<file path="src/design/sha1_pkg.sv">
// ----------------------------------------------------------------------------
// sha1_pkg
// Shared types and constants for the SHA-1 hasher core.
// ----------------------------------------------------------------------------
package sha1_pkg;

	typedef logic [31:0] word_t;

	// five chaining words, word 0 in the lowest slot
	typedef logic [4:0][31:0] chain_t;

	// commands from the sequencer to the compression unit
	typedef struct packed {
		logic start;
		logic init;
	} cmp_ctl_t;

	// status from the compression unit
	typedef struct packed {
		logic rounds;
		logic done;
	} cmp_sts_t;

	localparam int unsigned NUM_WORDS  = 5;
	localparam int unsigned NUM_ROUNDS = 80;
	localparam int unsigned RND_W      = 7;
	localparam int unsigned FILL_W     = 6;
	localparam int unsigned IDX_W      = 3;
	localparam int unsigned BLOCK_BITS = 512;

	localparam logic [RND_W-1:0] RND_F2   = RND_W'(20);
	localparam logic [RND_W-1:0] RND_F3   = RND_W'(40);
	localparam logic [RND_W-1:0] RND_F4   = RND_W'(60);
	localparam logic [RND_W-1:0] RND_LAST = RND_W'(NUM_ROUNDS - 1);

	localparam word_t K1 = 32'h5A827999;
	localparam word_t K2 = 32'h6ED9EBA1;
	localparam word_t K3 = 32'h8F1BBCDC;
	localparam word_t K4 = 32'hCA62C1D6;

	localparam chain_t IV = {32'hC3D2E1F0, 32'h10325476, 32'h98BADCFE,
		32'hEFCDAB89, 32'h67452301};

	localparam logic [7:0] PAD_BYTE = 8'h80;

	localparam logic [FILL_W-1:0] FILL_LEN  = FILL_W'(56);
	localparam logic [FILL_W-1:0] FILL_LAST = FILL_W'(63);
	localparam logic [IDX_W-1:0]  IDX_LAST  = IDX_W'(NUM_WORDS - 1);

endpackage

</file>
<file path="src/design/sha1_msg_sched.sv">
// ----------------------------------------------------------------------------
// sha1_msg_sched
// Block buffer and message schedule: bytes shift in one at a time, then the
// same 16-word window shifts one expanded word per round.
// ----------------------------------------------------------------------------
module sha1_msg_sched (
	input  logic                 clk,
	input  logic                 arst_n,
	input  logic                 byte_en,
	input  logic [7:0]           byte_in,
	input  logic                 word_en,
	output sha1_pkg::word_t      w_word
);
	import sha1_pkg::*;

	logic [BLOCK_BITS-1:0] win_q;
	word_t                 w0, w2, w8, w13, w_mix, w_new;

	// taps of the schedule window, w0 is the oldest word
	assign w0    = win_q[BLOCK_BITS-1   -: 32];
	assign w2    = win_q[BLOCK_BITS-65  -: 32];
	assign w8    = win_q[BLOCK_BITS-257 -: 32];
	assign w13   = win_q[BLOCK_BITS-417 -: 32];
	assign w_mix = w13 ^ w8 ^ w2 ^ w0;
	assign w_new = {w_mix[30:0], w_mix[31]};

	assign w_word = w0;

	// window shift, byte-wise while filling, word-wise while compressing
	always_ff @(posedge clk or negedge arst_n) begin
		if (!arst_n) begin
			win_q <= '0;
		end else if (word_en) begin
			win_q <= {win_q[BLOCK_BITS-33:0], w_new};
		end else if (byte_en) begin
			win_q <= {win_q[BLOCK_BITS-9:0], byte_in};
		end
	end

endmodule

</file>
<file path="src/design/sha1_compress.sv">
// ----------------------------------------------------------------------------
// sha1_compress
// Compression unit: one shared round datapath stepped 80 times per block,
// then the working words fold into the chaining value.
// ----------------------------------------------------------------------------
module sha1_compress (
	input  logic                 clk,
	input  logic                 arst_n,
	input  sha1_pkg::cmp_ctl_t   ctl,
	input  sha1_pkg::word_t      w_word,
	output sha1_pkg::cmp_sts_t   sts,
	output sha1_pkg::chain_t     chain
);
	import sha1_pkg::*;

	chain_t           cv_q;
	word_t            a_q, b_q, c_q, d_q, e_q;
	logic [RND_W-1:0] rnd_q;
	logic             busy_q, add_q;
	word_t            f, k, t;

	// round function and constant by round group
	always_comb begin
		if (rnd_q < RND_F2) begin
			f = (b_q & c_q) | (~b_q & d_q);
			k = K1;
		end else if (rnd_q < RND_F3) begin
			f = b_q ^ c_q ^ d_q;
			k = K2;
		end else if (rnd_q < RND_F4) begin
			f = (b_q & c_q) | (b_q & d_q) | (c_q & d_q);
			k = K3;
		end else begin
			f = b_q ^ c_q ^ d_q;
			k = K4;
		end
		t = {a_q[26:0], a_q[31:27]} + f + e_q + k + w_word;
	end

	// round sequencing
	always_ff @(posedge clk or negedge arst_n) begin
		if (!arst_n) begin
			busy_q <= 1'b0;
			add_q  <= 1'b0;
			rnd_q  <= '0;
		end else begin
			add_q <= 1'b0;
			if (ctl.start) begin
				busy_q <= 1'b1;
				rnd_q  <= '0;
			end else if (busy_q) begin
				rnd_q <= rnd_q + RND_W'(1);
				if (rnd_q == RND_LAST) begin
					busy_q <= 1'b0;
					add_q  <= 1'b1;
				end
			end
		end
	end

	// working words
	always_ff @(posedge clk) begin
		if (ctl.start) begin
			a_q <= cv_q[0];
			b_q <= cv_q[1];
			c_q <= cv_q[2];
			d_q <= cv_q[3];
			e_q <= cv_q[4];
		end else if (busy_q) begin
			a_q <= t;
			b_q <= a_q;
			c_q <= {b_q[1:0], b_q[31:2]};
			d_q <= c_q;
			e_q <= d_q;
		end
	end

	// chaining value, back to the initial words for each new message
	always_ff @(posedge clk or negedge arst_n) begin
		if (!arst_n) begin
			cv_q <= IV;
		end else if (ctl.init) begin
			cv_q <= IV;
		end else if (add_q) begin
			cv_q[0] <= cv_q[0] + a_q;
			cv_q[1] <= cv_q[1] + b_q;
			cv_q[2] <= cv_q[2] + c_q;
			cv_q[3] <= cv_q[3] + d_q;
			cv_q[4] <= cv_q[4] + e_q;
		end
	end

	assign sts.rounds = busy_q;
	assign sts.done   = add_q;
	assign chain      = cv_q;

endmodule

</file>
<file path="src/design/sha1_message_hasher_core.sv">
// ----------------------------------------------------------------------------
// sha1_message_hasher_core
// SHA-1 hasher: absorbs message bytes, pads on finish and emits the digest.
// ----------------------------------------------------------------------------
// absorb: a byte that completes a block waits in ST_ABS_WAIT for the rounds
// of the shared round unit and the chaining add
// finish: the pad byte, zero fill and length bytes go into the buffer, then each padded block
// (one or two) takes the rounds and the chaining add, then five words, one per accepted cycle
// throughput: one item at a time, s_tready is low while compressing, padding or emitting
// reset: chaining words return to the initial constants, counts clear
// ----------------------------------------------------------------------------
module sha1_message_hasher_core (
	input  logic        clk,
	input  logic        arst_n,
	input  logic        s_tvalid,
	output logic        s_tready,
	input  logic [7:0]  s_tdata,   // [7:0] data_byte
	input  logic        s_tuser,   // [0] func
	output logic        m_tvalid,
	input  logic        m_tready,
	output logic [39:0] m_tdata,   // [31:0] digest_word, [34:32] word_index, rest zero
	output logic        m_tlast    // last_word
);
	import sha1_pkg::*;

	typedef enum logic [7:0] {
		ST_IDLE     = 8'b0000_0001,
		ST_ABS_WAIT = 8'b0000_0010,
		ST_PAD      = 8'b0000_0100,
		ST_PAD_WAIT = 8'b0000_1000,
		ST_LEN      = 8'b0001_0000,
		ST_LEN_WAIT = 8'b0010_0000,
		ST_EMIT     = 8'b0100_0000
	} state_t;

	state_t            state_q;
	logic [FILL_W-1:0] fill_q;
	logic [63:0]       bits_q;
	logic [IDX_W-1:0]  idx_q;

	cmp_ctl_t          cmp_ctl;
	cmp_sts_t          cmp_sts;
	chain_t            chain;
	word_t             w_word;
	logic              byte_en;
	logic [7:0]        byte_in;
	logic              in_acc, out_acc;

	assign s_tready = (state_q == ST_IDLE);
	assign in_acc   = s_tvalid && s_tready;
	assign m_tvalid = (state_q == ST_EMIT);
	assign out_acc  = m_tvalid && m_tready;

	// byte into the block buffer: message, pad or length
	always_comb begin
		byte_en = 1'b0;
		byte_in = '0;
		case (state_q)
			ST_IDLE: begin
				byte_en = in_acc;
				byte_in = s_tuser ? PAD_BYTE : s_tdata;
			end
			ST_PAD: begin
				byte_en = (fill_q != FILL_LEN);
			end
			ST_LEN: begin
				byte_en = 1'b1;
				byte_in = bits_q[63:56];
			end
			default: begin
				byte_en = 1'b0;
			end
		endcase
	end

	// compression starts when the byte going in fills the block
	assign cmp_ctl.start = byte_en && (fill_q == FILL_LAST);
	assign cmp_ctl.init  = out_acc && (idx_q == IDX_LAST);

	// sequencer
	always_ff @(posedge clk or negedge arst_n) begin
		if (!arst_n) begin
			state_q <= ST_IDLE;
			fill_q  <= '0;
			bits_q  <= '0;
			idx_q   <= '0;
		end else begin
			if (byte_en) begin
				fill_q <= fill_q + FILL_W'(1);
			end
			case (state_q)
				ST_IDLE: begin
					if (in_acc) begin
						if (s_tuser) begin
							state_q <= cmp_ctl.start ? ST_PAD_WAIT : ST_PAD;
						end else begin
							bits_q <= bits_q + 64'd8;
							if (cmp_ctl.start) begin
								state_q <= ST_ABS_WAIT;
							end
						end
					end
				end
				ST_ABS_WAIT: begin
					if (cmp_sts.done) begin
						state_q <= ST_IDLE;
					end
				end
				ST_PAD: begin
					if (fill_q == FILL_LEN) begin
						state_q <= ST_LEN;
					end else if (cmp_ctl.start) begin
						state_q <= ST_PAD_WAIT;
					end
				end
				ST_PAD_WAIT: begin
					if (cmp_sts.done) begin
						state_q <= ST_PAD;
					end
				end
				ST_LEN: begin
					// bit count shifts out msb first and ends at zero
					bits_q <= {bits_q[55:0], 8'h00};
					if (cmp_ctl.start) begin
						state_q <= ST_LEN_WAIT;
					end
				end
				ST_LEN_WAIT: begin
					if (cmp_sts.done) begin
						state_q <= ST_EMIT;
						idx_q   <= '0;
					end
				end
				ST_EMIT: begin
					if (out_acc) begin
						if (idx_q == IDX_LAST) begin
							state_q <= ST_IDLE;
							idx_q   <= '0;
						end else begin
							idx_q <= idx_q + IDX_W'(1);
						end
					end
				end
				default: begin
					state_q <= ST_IDLE;
				end
			endcase
		end
	end

	// digest word output from the chaining registers
	assign m_tdata = {5'b0_0000, idx_q, chain[idx_q]};
	assign m_tlast = (idx_q == IDX_LAST);

	sha1_msg_sched u_sched (
		.clk     (clk),
		.arst_n  (arst_n),
		.byte_en (byte_en),
		.byte_in (byte_in),
		.word_en (cmp_sts.rounds),
		.w_word  (w_word)
	);

	sha1_compress u_compress (
		.clk    (clk),
		.arst_n (arst_n),
		.ctl    (cmp_ctl),
		.w_word (w_word),
		.sts    (cmp_sts),
		.chain  (chain)
	);

endmodule
</file>
<file path="config.mk">
export PLATFORM = sky130hd
export DESIGN_NAME = sha1_message_hasher_core
export DESIGN_NICKNAME = d
export VERILOG_FILES = /design/src/design/sha1_pkg.sv /design/src/design/sha1_msg_sched.sv /design/src/design/sha1_compress.sv /design/src/design/sha1_message_hasher_core.sv
export SDC_FILE = /design/constraint.sdc
export NUM_CORES = 2
export LEC_CHECK = 0
export BUFFER_PORTS_ARGS = -buffer_cell sky130_fd_sc_hd__buf_2
export CAP_MARGIN = 5
export CORE_MARGIN = 3
export CORE_UTILIZATION = 30
export CTS_BUF_LIST = sky130_fd_sc_hd__clkbuf_8
export DETAILED_ROUTE_END_ITERATION = 10
export GPL_TIMING_DRIVEN = 1
export PLACE_DENSITY = 0.48
export SLEW_MARGIN = 20
export SYNTH_ARGS = -nofsm -noshare
export SYNTH_HDL_FRONTEND = slang
export SYNTH_SLANG_ARGS = --single-unit
</file>
<file path="constraint.sdc">
create_clock -name clk -period 8.6 [get_ports clk]
set_input_delay 1.29 -clock clk [delete_from_list [all_inputs] [get_ports clk]]
set_output_delay 1.29 -clock clk [all_outputs]
set_load 0.01 [all_outputs]
</file>
==> summary.txt <==
Layout
  • Area growth syn-to-layout: 11.3%
  • Final net count: 6150
  • Final Util: 33.7%
  • Layout cells sized above 1: 8.39%
  • Design Area, Final: 61800 µm²

Logic synthesis
  • Largest cells by area after synthesis: dfrtp_1 31%, mux2i_1 10%, edfxtp_1 8.7%
  • Post-synth top cells: 1152 x nand2_1, 811 x o21ai_0, 677 x dfrtp_1
  • Synthesized area per cell: 9.49 µm²
  • Mapped cell area: 55500 µm²
  • Top cell type's share of synthesized area: 30.5%
  • Async SR Flop Fraction: 82.6%
  • Count leader, synth: nand2_1
  • Register area share after synthesis: 43.0%
  • Post-synth EDFFs: 160
  • Ys flop type: dfrtp_1
  • Cell variety after synth: 85
  • Synthesis-stage register bit count: 918
  • Synth Warn #: 0
  • Yosys top cell by area: dfrtp_1
  • Post-Synthesis Cells: 5850

Placed design
  • DP Worst Slack: 1.20 ns
  • Placed Area: 58200 µm²
  • Post-DP HPWL: 112000 µm
  • Routability cong.: 0.860
  • I/O Buffers: 50

Die
  • Cell Rows: 157
  • # IOs: 56
  • Die width: 436 µm
  • Initial core utilization: 30.3%
  • Core area: 183000 µm²
  • Die height: 436 µm
  • Die area: 190000 µm²

Global routing
  • Initial antenna violation count: 2
  • Vias in the first global route: 41400
  • Total grt overflow: 0
  • Largest net degree at the start of global routing: 301
  • First-pass GRT wire length: 256000 µm
  • Total GRT Usage: 17.1%

Critical path
  • Worst Path Max Fanout: 20
  • Worst setup path endpoint: u_compress.a_q[24]
  • CP Data Required Time: 9.24 ns
  • Critical path class: reg2reg
  • Reg-to-Reg Start: u_compress.rnd_q[3]
  • Critical Path AT: 8.08 ns
  • Worst setup EP type: register
  • FF-to-FF End: u_compress.a_q[24]
  • Kind of launch point of the worst setup path: register
  • Worst Setup SP: u_compress.rnd_q[3]
  • Worst reg2reg setup slack: 1.17 ns
  • Worst reg2reg path depth: 27

Clock tree
  • Htree depth: 4
  • Clock Latency Late Sink: 0.92 ns
  • Clk slew on worst S/H paths: 0.06 ns
  • Root Driver: clkbuf_8
  • Longest Clk Path Bufs: 3
  • CTS tree: yes
  • Post-CTS Setup Bufs: 0
  • Clock sink count: 918
  • PostCTS Resize Cnt: 0
  • Post-CTS Hold Fix Bufs: 0
  • TritonCTS buffer count: 172

STA
  • Max Fclk: 135 MHz
  • Setup TNS: 0 ns
  • Final Critical Period: 7.43 ns
  • Fin worst setup slack: 1.17 ns
  • Final hold violation count: 0
  • Hold slack: 0.405 ns
  • Fin crit share: 86.4%
  • Slew Viols, Final: 0
  • Setup Skew: 0.0383 ns
  • Tightest Pin Transition: 1.48 ns
  • Slew HR: 1.27%
  • RSZ-0062 raised after global routing: no
  • Final setup viols: 0

Hold path
  • Hold crit path type: in2async

Routing
  • Drc violations: 0
  • Wire per inst: 19.6 µm
  • Detailed Route WL: 165000 µm
  • DRT Pass-1 Iters: 6
  • Detail Route Antenna Nets: 0
  • Routed via count: 42000
  • DR iter-0 viols: 3134
  • Vias per Instance: 4.99

Power
  • Comb power frac: 62.7%
  • Internal: 0.0162 W
  • PwrDens: 475 nW/µm²
  • Psw: 0.0131 W
  • Sequential cell fraction of total power: 22.2%
  • Switch share: 44.8%
  • Clock share of power: 15.0%
  • Worst VDD drop: 0.907 mV
  • Lkg Pwr: 26.4 nW

Run
  • Max Cap Viol: 0

Status
  • Status: finished, final reports clean
## critical path, stage by stage (launching register included)
cell      delay [ns]
dfrtp_1         0.44
o21ai_0         0.15
nor2b_1         0.44
buf_4           0.26
inv_1           0.11
nand2_1         0.08
buf_4           0.33
inv_1           0.24
buf_4           0.27
a222oi_1        0.40
fa_1            0.48
inv_1           0.09
fa_1            0.43
inv_1           0.10
fa_1            0.46
inv_1           0.08
ha_1            0.23
a211oi_1        0.32
o211a_1         0.24
o31ai_1         0.14
a221oi_1        0.56
o21a_1          0.23
o21ai_0         0.19
and2_1          0.24
o21ai_0         0.16
nand2b_1        0.09
xor2_1          0.14
mux2_2          0.26
## final cells by class
type / count / area (µm²)
clock inverter: 98 / 622
multi-input combinational: 4348 / 29500
antenna: 4 / 10.0
clock buffer: 213 / 2930
timing repair buffer: 98 / 766
sequential: 918 / 23900
inverter: 274 / 1030
tap: 2464 / 3080
fill: 19100 / 122000
## power groups by stage
| stage | sequential, W | clock (W) | combinational, W |
|---|---|---|---|
| floorplan | 0.00619 | 0 | 0.0142 |
| global placement | 0.00659 | 0 | 0.0182 |
| detailed placement | 0.00660 | 0 | 0.0183 |
| CTS | 0.00652 | 0.00458 | 0.0184 |
| global route | 0.00658 | 0.00479 | 0.0207 |
| finish | 0.00652 | 0.00442 | 0.0184 |
## routing by layer
| metal | routed length [µm] | vias up | GRT usage (%) |
|---|---|---|---|
| li1 | - | 20200 | - |
| met1 | 78800 | 20700 | 24.4 |
| met2 | 75200 | 804 | 26.9 |
| met3 | 6850 | 228 | 2.60 |
| met4 | 3690 | 0 | 4.50 |
| met5 | 0 | - | 0 |
## layout by cell type (no fill, tap or decap), types with 14 or more instances in the layout
cell / instances
a211oi_1: 40
a21o_1: 82
a21oi_1: 202
a221o_1: 19
a31oi_1: 20
and2_1: 15
and3_1: 26
buf_2: 49
buf_4: 37
clkbuf_8: 213
dfrtp_1: 673
dfstp_2: 81
edfxtp_1: 160
fa_1: 119
ha_1: 206
inv_1: 342
mux2i_1: 580
mux4_2: 32
nand2_1: 1152
nand2b_1: 25
nand3_1: 62
nand4_1: 30
nor2_1: 265
nor2b_1: 30
nor3_1: 45
o211ai_1: 19
o21a_1: 24
o21ai_0: 810
o21bai_1: 23
or3_1: 14
xnor2_1: 202
xor2_1: 116
## worst min path at each step
stage | from | depth (start not counted) | to | slack (ns)
2_1_floorplan | fill_q[5] | 1 | fill_q[5] | 0.46
3_3_place_gp | fill_q[5] | 1 | fill_q[5] | 0.48
3_5_place_dp | fill_q[5] | 1 | fill_q[5] | 0.48
4_1_cts | arst_n | 1 | u_sched.win_q[209] | 0.31
5_1_grt | arst_n | 1 | u_sched.win_q[169] | 0.35
6_report | arst_n | 1 | u_sched.win_q[209] | 0.41
## state kept, by name (all words and copies together) (netlist names), 3 cells and up
| signal | cells |
|---|---|
| fill_q | 6 |
| u_compress.a_q | 32 |
| u_compress.rnd_q | 7 |
| idx_q | 3 |
| u_compress.chain | 160 |
| u_compress.b_q | 32 |
| u_sched.win_q | 512 |
| u_compress.d_q | 32 |
| state_q | 7 |
| bits_q | 61 |
| u_compress.e_q | 32 |
| u_compress.c_q | 32 |
## stage by stage
step,total power [W],instances
global placement,0.0248,8101
detailed placement,0.0249,8101
finish,0.0294,8417
CTS,0.0295,8412
floorplan,0.0204,5854
global route,0.0321,8416
## logic make-up (layout without fill, tap and decap cells)
| logic type | after synthesis | in the layout | synth area share, % |
|---|---|---|---|
| multiplexers | 622 | 622 | 12.0 |
| AND/OR/NAND/NOR | 1724 | 1724 | 13.0 |
| buffers and inverters | 588 | 683 | 4.06 |
| adder cells (fa/ha/maj) | 325 | 325 | 8.93 |
| AO/OA/AOI/OAI | 1354 | 1354 | 14.0 |
| other | 1 | 9 | 0.00675 |
| XOR/XNOR | 318 | 318 | 5.02 |
| flip-flops | 918 | 918 | 43.0 |
Note: power is estimated with default switching activity, not from simulation.
